[src/hw/rtl/wrq_pkg.sv]
// Shared types and constants for the witness requirement qualifier.
`default_nettype none

package wrq_pkg;

    localparam int MAX_REQUIREMENTS_DEFAULT = 16;
    localparam int MASK_W      = 16;
    localparam int TIME_W      = 48;
    localparam int WITNESS_W   = 16;
    localparam int QUALITY_W   = 8;
    localparam int GAP_W       = 32;
    localparam int COUNT_W     = 8;
    localparam int INDEX_W     = 4;
    localparam int CMD_W       = 2;
    localparam int CFG_W       = 8;

    localparam logic [COUNT_W-1:0] COUNT_SATURATION = '1;

    // input beat layout, lowest bit first
    localparam int IDX_LO   = 0;
    localparam int LWIT_LO  = IDX_LO + INDEX_W;
    localparam int LQUAL_LO = LWIT_LO + WITNESS_W;
    localparam int LGAP_LO  = LQUAL_LO + QUALITY_W;
    localparam int LNEED_LO = LGAP_LO + GAP_W;
    localparam int NOW_LO   = LNEED_LO + COUNT_W;
    localparam int PREV_LO  = NOW_LO + TIME_W;
    localparam int SWIT_LO  = PREV_LO + TIME_W;
    localparam int SQUAL_LO = SWIT_LO + WITNESS_W;
    localparam int IN_USED_W = SQUAL_LO + QUALITY_W;
    localparam int IN_DATA_W = ((IN_USED_W + 7) / 8) * 8;

    // result beat layout
    localparam int OUT_USED_W = 1 + MASK_W;
    localparam int OUT_DATA_W = ((OUT_USED_W + 7) / 8) * 8;

    typedef enum logic [CMD_W-1:0] {
        CMD_LOAD    = 2'd0,
        CMD_BEGIN   = 2'd1,
        CMD_OBSERVE = 2'd2
    } cmd_t;

endpackage

`default_nettype wire

[src/hw/rtl/witness_requirement_qualifier_top.sv]
// Witness requirement qualifier: requirement table, debt tracking and result register.
//
// Takes one beat per cycle while the result side is ready and returns one result beat per input
// beat from the result register. A load beat writes one table entry, a begin beat restarts
// binding, an observe beat checks the active table entries in parallel against one shared time
// subtraction and updates the consecutive-sample counter of each matching entry. The input and
// result registers decouple the two sides, so one new beat can be held while a result still
// waits. The requirement count register may only be written while no beat is in flight.
`default_nettype none

module witness_requirement_qualifier_top #(
    parameter int MAX_REQUIREMENTS = wrq_pkg::MAX_REQUIREMENTS_DEFAULT
) (
    input  wire logic                          clk,
    input  wire logic                          rst_n,
    input  wire logic                          cfg_wr_en,
    input  wire logic [wrq_pkg::CFG_W-1:0]     cfg_wr_data,
    input  wire logic                          s_axis_tvalid,
    output logic                               s_axis_tready,
    // entry_index, load_witness, load_min_quality, load_max_gap, load_needed_samples,
    // time_now, time_previous, sample_witness, sample_quality, zero fill
    input  wire logic [wrq_pkg::IN_DATA_W-1:0] s_axis_tdata,
    // cmd
    input  wire logic [wrq_pkg::CMD_W-1:0]     s_axis_tuser,
    output logic                               m_axis_tvalid,
    input  wire logic                          m_axis_tready,
    // bound, owed_mask, zero fill
    output logic [wrq_pkg::OUT_DATA_W-1:0]     m_axis_tdata
);

    localparam int NW  = $clog2(MAX_REQUIREMENTS + 1);
    localparam int TW  = wrq_pkg::TIME_W;
    localparam int MW  = wrq_pkg::MASK_W;
    localparam int CW  = wrq_pkg::COUNT_W;

    // ---------------- configuration ----------------
    logic [NW-1:0] active_n_reg;

    always_ff @(posedge clk or negedge rst_n)
    begin
        if (!rst_n)
        begin
            active_n_reg <= '0;
        end
        else if (cfg_wr_en)
        begin
            if (cfg_wr_data > wrq_pkg::CFG_W'(MAX_REQUIREMENTS))
            begin
                active_n_reg <= NW'(MAX_REQUIREMENTS);
            end
            else
            begin
                active_n_reg <= NW'(cfg_wr_data);
            end
        end
    end

    // ---------------- input register ----------------
    logic                              in_valid_reg;
    logic [wrq_pkg::CMD_W-1:0]         in_cmd_reg;
    logic [wrq_pkg::IN_USED_W-1:0]     in_data_reg;
    logic                              m_valid_reg;
    logic                              proc;

    assign proc          = in_valid_reg && (!m_valid_reg || m_axis_tready);
    assign s_axis_tready = !in_valid_reg || proc;

    always_ff @(posedge clk or negedge rst_n)
    begin
        if (!rst_n)
        begin
            in_valid_reg <= 1'b0;
        end
        else if (s_axis_tready)
        begin
            in_valid_reg <= s_axis_tvalid;
        end
    end

    always_ff @(posedge clk)
    begin
        if (s_axis_tready && s_axis_tvalid)
        begin
            in_cmd_reg  <= s_axis_tuser;
            in_data_reg <= s_axis_tdata[wrq_pkg::IN_USED_W-1:0];
        end
    end

    // field unpacking
    logic [wrq_pkg::INDEX_W-1:0]   f_index;
    logic [wrq_pkg::WITNESS_W-1:0] f_load_wit;
    logic [wrq_pkg::QUALITY_W-1:0] f_load_qual;
    logic [wrq_pkg::GAP_W-1:0]     f_load_gap;
    logic [CW-1:0]                 f_load_need;
    logic [TW-1:0]                 f_now;
    logic [TW-1:0]                 f_prev;
    logic [wrq_pkg::WITNESS_W-1:0] f_samp_wit;
    logic [wrq_pkg::QUALITY_W-1:0] f_samp_qual;

    assign f_index     = in_data_reg[wrq_pkg::IDX_LO   +: wrq_pkg::INDEX_W];
    assign f_load_wit  = in_data_reg[wrq_pkg::LWIT_LO  +: wrq_pkg::WITNESS_W];
    assign f_load_qual = in_data_reg[wrq_pkg::LQUAL_LO +: wrq_pkg::QUALITY_W];
    assign f_load_gap  = in_data_reg[wrq_pkg::LGAP_LO  +: wrq_pkg::GAP_W];
    assign f_load_need = in_data_reg[wrq_pkg::LNEED_LO +: CW];
    assign f_now       = in_data_reg[wrq_pkg::NOW_LO   +: TW];
    assign f_prev      = in_data_reg[wrq_pkg::PREV_LO  +: TW];
    assign f_samp_wit  = in_data_reg[wrq_pkg::SWIT_LO  +: wrq_pkg::WITNESS_W];
    assign f_samp_qual = in_data_reg[wrq_pkg::SQUAL_LO +: wrq_pkg::QUALITY_W];

    // ---------------- requirement table ----------------
    logic [wrq_pkg::WITNESS_W-1:0] wit_reg  [MAX_REQUIREMENTS];
    logic [wrq_pkg::QUALITY_W-1:0] qual_reg [MAX_REQUIREMENTS];
    logic [wrq_pkg::GAP_W-1:0]     gap_reg  [MAX_REQUIREMENTS];
    logic [CW-1:0]                 need_reg [MAX_REQUIREMENTS];

    always_ff @(posedge clk)
    begin
        for (int i = 0; i < MAX_REQUIREMENTS; i++)
        begin
            if (proc && in_cmd_reg == wrq_pkg::CMD_LOAD &&
                f_index == wrq_pkg::INDEX_W'(i))
            begin
                wit_reg[i]  <= f_load_wit;
                qual_reg[i] <= f_load_qual;
                gap_reg[i]  <= f_load_gap;
                need_reg[i] <= f_load_need;
            end
        end
    end

    // ---------------- binding state ----------------
    logic [MW-1:0] owed_reg;
    logic [MW-1:0] owed_next;
    logic          bound_reg;
    logic          bound_next;
    logic [TW-1:0] start_reg;
    logic [TW-1:0] start_next;
    logic [CW-1:0] cnt_reg  [MAX_REQUIREMENTS];
    logic [CW-1:0] cnt_next [MAX_REQUIREMENTS];

    // shared gap arithmetic
    logic [TW-1:0] diff;
    logic          prev_ge_start;
    logic          now_ge_prev;
    logic          diff_fits;

    assign diff          = f_now - f_prev;
    assign prev_ge_start = f_prev >= start_reg;
    assign now_ge_prev   = f_now >= f_prev;
    assign diff_fits     = (diff[TW-1:wrq_pkg::GAP_W] == '0);

    logic [MW-1:0] begin_mask;

    always_comb
    begin
        for (int i = 0; i < MW; i++)
        begin
            if (i < MAX_REQUIREMENTS)
            begin
                begin_mask[i] = (NW'(i) < active_n_reg);
            end
            else
            begin
                begin_mask[i] = 1'b0;
            end
        end
    end

    // per-entry observe update, all entries side by side
    logic [CW-1:0] cnt_inc [MAX_REQUIREMENTS];
    logic [MW-1:0] hit;
    logic [MW-1:0] done;

    always_comb
    begin
        logic          gap_ok;
        logic [CW-1:0] base;
        logic [CW-1:0] need_eff;
        hit  = '0;
        done = '0;
        for (int i = 0; i < MAX_REQUIREMENTS; i++)
        begin
            hit[i] = owed_reg[i] && (NW'(i) < active_n_reg) &&
                     (wit_reg[i] == f_samp_wit) && (f_samp_qual >= qual_reg[i]);
            gap_ok = (gap_reg[i] == '0) ||
                     (prev_ge_start && now_ge_prev && diff_fits &&
                      diff[wrq_pkg::GAP_W-1:0] <= gap_reg[i]);
            base   = (cnt_reg[i] != '0 && !gap_ok) ? '0 : cnt_reg[i];
            cnt_inc[i] = (base != wrq_pkg::COUNT_SATURATION) ? base + CW'(1) : base;
            need_eff   = (need_reg[i] == '0) ? CW'(1) : need_reg[i];
            done[i]    = cnt_inc[i] >= need_eff;
        end
    end

    always_comb
    begin
        owed_next  = owed_reg;
        bound_next = bound_reg;
        start_next = start_reg;
        for (int i = 0; i < MAX_REQUIREMENTS; i++)
        begin
            cnt_next[i] = cnt_reg[i];
        end
        if (proc)
        begin
            unique case (in_cmd_reg)
                wrq_pkg::CMD_BEGIN:
                begin
                    owed_next  = begin_mask;
                    bound_next = (active_n_reg == '0);
                    start_next = f_now;
                    for (int i = 0; i < MAX_REQUIREMENTS; i++)
                    begin
                        cnt_next[i] = '0;
                    end
                end
                wrq_pkg::CMD_OBSERVE:
                begin
                    for (int i = 0; i < MAX_REQUIREMENTS; i++)
                    begin
                        if (hit[i])
                        begin
                            cnt_next[i] = cnt_inc[i];
                            if (done[i])
                            begin
                                owed_next[i] = 1'b0;
                            end
                        end
                    end
                    bound_next = bound_reg || (owed_next == '0);
                end
                default:
                begin
                    // load and the unused code leave the binding state alone
                end
            endcase
        end
    end

    always_ff @(posedge clk or negedge rst_n)
    begin
        if (!rst_n)
        begin
            owed_reg  <= '0;
            bound_reg <= 1'b0;
            start_reg <= '0;
            for (int i = 0; i < MAX_REQUIREMENTS; i++)
            begin
                cnt_reg[i] <= '0;
            end
        end
        else
        begin
            owed_reg  <= owed_next;
            bound_reg <= bound_next;
            start_reg <= start_next;
            for (int i = 0; i < MAX_REQUIREMENTS; i++)
            begin
                cnt_reg[i] <= cnt_next[i];
            end
        end
    end

    // ---------------- result register ----------------
    logic          out_bound_reg;
    logic [MW-1:0] out_owed_reg;

    always_ff @(posedge clk or negedge rst_n)
    begin
        if (!rst_n)
        begin
            m_valid_reg <= 1'b0;
        end
        else if (proc)
        begin
            m_valid_reg <= 1'b1;
        end
        else if (m_axis_tready)
        begin
            m_valid_reg <= 1'b0;
        end
    end

    always_ff @(posedge clk)
    begin
        if (proc)
        begin
            out_bound_reg <= bound_next;
            out_owed_reg  <= owed_next;
        end
    end

    assign m_axis_tvalid = m_valid_reg;
    assign m_axis_tdata  = {(wrq_pkg::OUT_DATA_W - wrq_pkg::OUT_USED_W)'(0),
                            out_owed_reg, out_bound_reg};

    // ---------------- assertions ----------------
    a_owed_in_range: assert property (@(posedge clk) disable iff (!rst_n)
        (owed_reg & ~begin_mask & ~owed_reg) == '0 && (owed_reg >> MAX_REQUIREMENTS) == '0)
        else $error("debt bit set beyond the table");

    a_debt_only_from_begin: assert property (@(posedge clk) disable iff (!rst_n)
        !(proc && in_cmd_reg == wrq_pkg::CMD_BEGIN) |=> (owed_reg & ~$past(owed_reg)) == '0)
        else $error("debt bit raised outside a begin beat");

    a_bound_sticky: assert property (@(posedge clk) disable iff (!rst_n)
        (proc && in_cmd_reg == wrq_pkg::CMD_OBSERVE && bound_reg) |=> bound_reg)
        else $error("observe beat cleared the bound flag");

    a_empty_begin_binds: assert property (@(posedge clk) disable iff (!rst_n)
        (proc && in_cmd_reg == wrq_pkg::CMD_BEGIN && active_n_reg == '0)
        |=> (bound_reg && owed_reg == '0))
        else $error("begin with no requirements did not bind");

    a_result_matches_state: assert property (@(posedge clk) disable iff (!rst_n)
        proc |=> (out_owed_reg == owed_reg && out_bound_reg == bound_reg && m_valid_reg))
        else $error("result beat does not reflect the binding state");

endmodule

`default_nettype wire
[config.mk]
export PLATFORM = sky130hd
export DESIGN_NAME = witness_requirement_qualifier_top
export DESIGN_NICKNAME = d
export VERILOG_FILES = /design/src/hw/rtl/wrq_pkg.sv /design/src/hw/rtl/witness_requirement_qualifier_top.sv
export SDC_FILE = /design/constraint.sdc
export NUM_CORES = 2
export LEC_CHECK = 0
export BUFFER_PORTS_ARGS = -buffer_cell sky130_fd_sc_hd__clkbuf_2
export CAP_MARGIN = 40
export CORE_ASPECT_RATIO = 1.2
export CORE_UTILIZATION = 53
export CTS_CLUSTER_SIZE = 20
export DETAILED_ROUTE_END_ITERATION = 6
export PLACE_DENSITY = 0.68
export SYNTH_ARGS = -nofsm -noshare
export SYNTH_HDL_FRONTEND = slang
export SYNTH_SLANG_ARGS = --single-unit
[constraint.sdc]
create_clock -name clk -period 11.89 [get_ports clk]
set_clock_uncertainty 0.15 [all_clocks]
set_input_delay 1.189 -clock clk [delete_from_list [all_inputs] [get_ports clk]]
set_output_delay 1.189 -clock clk [all_outputs]
set_load 0.05 [all_outputs]
==> key figures <==
Drt
  • Residual DRC count: 0
  • Top layer in use: met5
  • Routed length on met3: ~16000 um
  • DRT antenna net count: 0
  • Vias per inst: roughly 6.1
  • Wire length on met1: between 80000 and 90000 um
  • Via count: about 56000
  • Metal2 WL: about 110000 um
  • Initial DRC count: approximately 5400
  • Routed len/inst: 24.94 um
  • Wirelength, routed: 230300 um
  • DRT Pass-1 Iters: 6

Clock network
  • Clock latency on the worst-skew pair: 0.81 ns
  • CTS buffer count: 150
  • Hold-fix buffers, CTS: 0
  • CTS tree: yes
  • CTS Root Cell: clkbuf_16
  • CTS sink cnt: between 1000 and 1500
  • H-tree Lvls: 4
  • CTS Buffer Depth: 3
  • Clk pin slew, worst setup/hold paths: around 0.060 ns
  • Post-CTS Setup Inserts: 0
  • Cts repair resizes: 0

Timing
  • Worst Max-Slew Pin Slew: around 0.98 ns
  • Endpoints failing setup: 0
  • RSZ-0062 raised after global routing: false
  • Final Max Slew Viols: 0
  • Slew margin rel.: 0.3458
  • Final period utilization: 0.8529
  • Final hold vios: 0
  • Max frequency: about 99 MHz
  • Worst hold margin: around 0.23 ns
  • Setup_tns: 0 ns
  • Tmin final: 10.14 ns

Synthesis
  • Distinct cell type count after synthesis: 84
  • Synth warn: 0
  • Top cell type's share of synthesized area: 0.4702
  • Seq cells post-synth: between 1000 and 1500
  • Netlist Area Pre-Place: between 70000 and 80000 um^2
  • Synth Flop Type: edfxtp_1
  • Seq/Total Area, Yosys: 0.5338
  • Area leader, netlist: edfxtp_1
  • Number of enable flip-flop cells after synthesis: 1231
  • Post-synth ARST share: 0.1398
  • Syn_area_per_cell: ~12 um^2
  • Synth Instances: 6760
  • Largest cells by area after synthesis: edfxtp_1, ha_1, dfrtp_1, inv_1, a21o_1

Critical path
  • Endpoint class of the critical path: flip-flop
  • Slowest stage delay, CP: ~0.53 ns
  • Crit path max fanout: 23
  • CP Launch Type: flip-flop
  • Required time of the critical path: about 12 ns
  • Slowest-stage cell, CP: xnor2_2
  • Worst r2r path cells: 37
  • Worst setup path class: flip-flop to flip-flop
  • CP arrival: about 11 ns
  • R2R Setup Slk: 1.75 ns
  • RR Startpoint: in_data_reg[116]
  • RR Endpoint: out_owed_reg[13]

Global route
  • Largest net degree at the start of global routing: 122
  • Total track usage: 0.3061
  • Global-route wire length before repair: around 340000 um
  • Aggregate global routing overflow: 0
  • Initial antenna violation count: 3
  • Vias in the first global route: ~56000

Placed design
  • DPL Wire Length: ~160000 um
  • Placer's final routability congestion estimate: 0.9231
  • I/O Buffers: 221

Outcome
  • Status: finished, final reports clean

Floorplan
  • Cell Rows: roughly 150
  • Die Area: between 100000 and 150000 um^2
  • Starting Density: 0.5348
  • Die width: between 300 and 400 um
  • Die height: 423.9 um
  • Core Region: 147000 um^2
  • I/O pin count: approximately 230

Power
  • Maximum vdd ir drop: around 0.17 mV
  • PD cells: ~140 nW/um^2
  • Leakage: 38.87 nW
  • Total power: approximately 13 mW

Layout
  • # nets final: between 8000 and 9000
  • Fraction of layout cells with a size suffix above 1: 0.1088
  • Finished Core Util: 0.6055
  • Area grow syn2layout: 13.22%
  • Number of flip-flops in the largest register: between 500 and 600

Flow run
  • Max-cap violation count: 0

Worst hold path
  • Hold Crit Class: input port to async pin
[worst max path at each step]
stage / from / depth (start not counted) / to
after floorplan: in_data_reg[116] / 37 / out_bound_reg
after global placement: in_data_reg[116] / 37 / out_bound_reg
after detailed placement: in_data_reg[116] / 38 / out_bound_reg
after CTS: in_data_reg[116] / 37 / out_owed_reg[13]
after global routing: in_data_reg[116] / 36 / out_bound_reg
final: in_data_reg[116] / 37 / out_owed_reg[13]
[per-stage QoR]
step           cell area, um^2  cells  setup WS (ns)
3_5_place_dp             84150   8958          1.970
4_1_cts                  89010   9232          1.807
3_3_place_gp             82820   8893          1.694
2_1_floorplan            78650   6766          3.456
5_1_grt                  89010   9232          1.324
6_report                 89020   9234          1.750
[worst max-delay path, delay by kind of cell, from the launching register on]
kind	cells	cell delay (ns)
AOI/OAI and AO/OA	21	4.65
xor gates and xnor gates	1	0.53
adders and majority gates	5	1.51
buffers and inverters	2	0.51
DFF	1	0.40
muxes	1	0.35
and+or+nand+nor	7	1.79
[cell usage after synthesis, types with 22 or more instances]
library cell  number
a211o_1           25
a211oi_1          57
a21o_1           336
a21oi_1          309
a31oi_1           54
and2_1            25
and3_1            69
clkbuf_1         116
dfrtp_1          200
edfxtp_1        1231
ha_1             883
inv_1            899
mux2_2            62
nand2_1          244
nand2b_1          83
nand3_1          134
nand4_1          226
nor2_1           247
nor2b_1           72
nor3_1           132
nor3b_1           36
nor4_1           263
o211ai_1          26
o21a_1            82
o21ai_0          247
o21bai_1          22
o22a_1            38
or2_2             26
xnor2_1           93
xor2_1           216
[where the power goes]
group,total [mW],switching [mW],internal (mW)
combinational,2.27,1.43,0.838
sequential,5.73,0.128,5.61
clock,4.69,2.01,2.68
total,12.7,3.56,9.13
[cell type report]
type | count | area, um^2
Fill cell | 11520 | 58000
Clock inverter | 80 | 773.2
Antenna cell | 2 | 5.005
Sequential cell | 1431 | 41970
Timing Repair Buffer | 405 | 3347
Inverter | 899 | 3374
Multi-Input combinational cell | 4273 | 33020
Clock buffer | 194 | 4094
Tap cell | 1950 | 2440
[placed cells by master (no fill, tap or decap), drive strengths merged, types with 18 or more instances in the layout]
master  instances
and3           69
nor3          133
edfxtp       1231
xnor2          93
o21bai         22
a211oi         58
or3            18
o22a           38
ha            883
inv           911
a21o          336
dfrtp         200
nor4          263
nand2b         83
clkinv         46
xor2          216
and2           25
o21a           82
a21oi         309
a31oi          58
mux2           66
nor2b          72
o21ai         253
clkbuf        414
or2            27
o211ai         26
buf           184
nand3         134
nor2          247
nand2         244
nor3b          36
and4           18
nand4         226
a211o          25
[kinds of logic (layout without fill, tap and decap cells)]
logic type	Yosys count	in the layout	synth area share
muxes	83	83	0.01162
xor gates and xnor gates	309	309	0.03442
buffers and inverters	1062	1578	0.05207
other	1	9	0.00004770
and+or+nand+nor	1640	1640	0.1131
DFF	1431	1431	0.5338
adders and majority gates	884	884	0.1408
AOI/OAI and AO/OA	1350	1350	0.1142
[layer usage]
| layer | global-route usage | up-vias |
|---|---|---|
| li1 | - | 25820 |
| met1 | 0.3742 | 27310 |
| met2 | 0.5110 | 2252 |
| met3 | 0.03953 | 627 |
| met4 | 0.1970 | 2 |
| met5 | 0 | - |
Power figures use the tool's default switching activity.
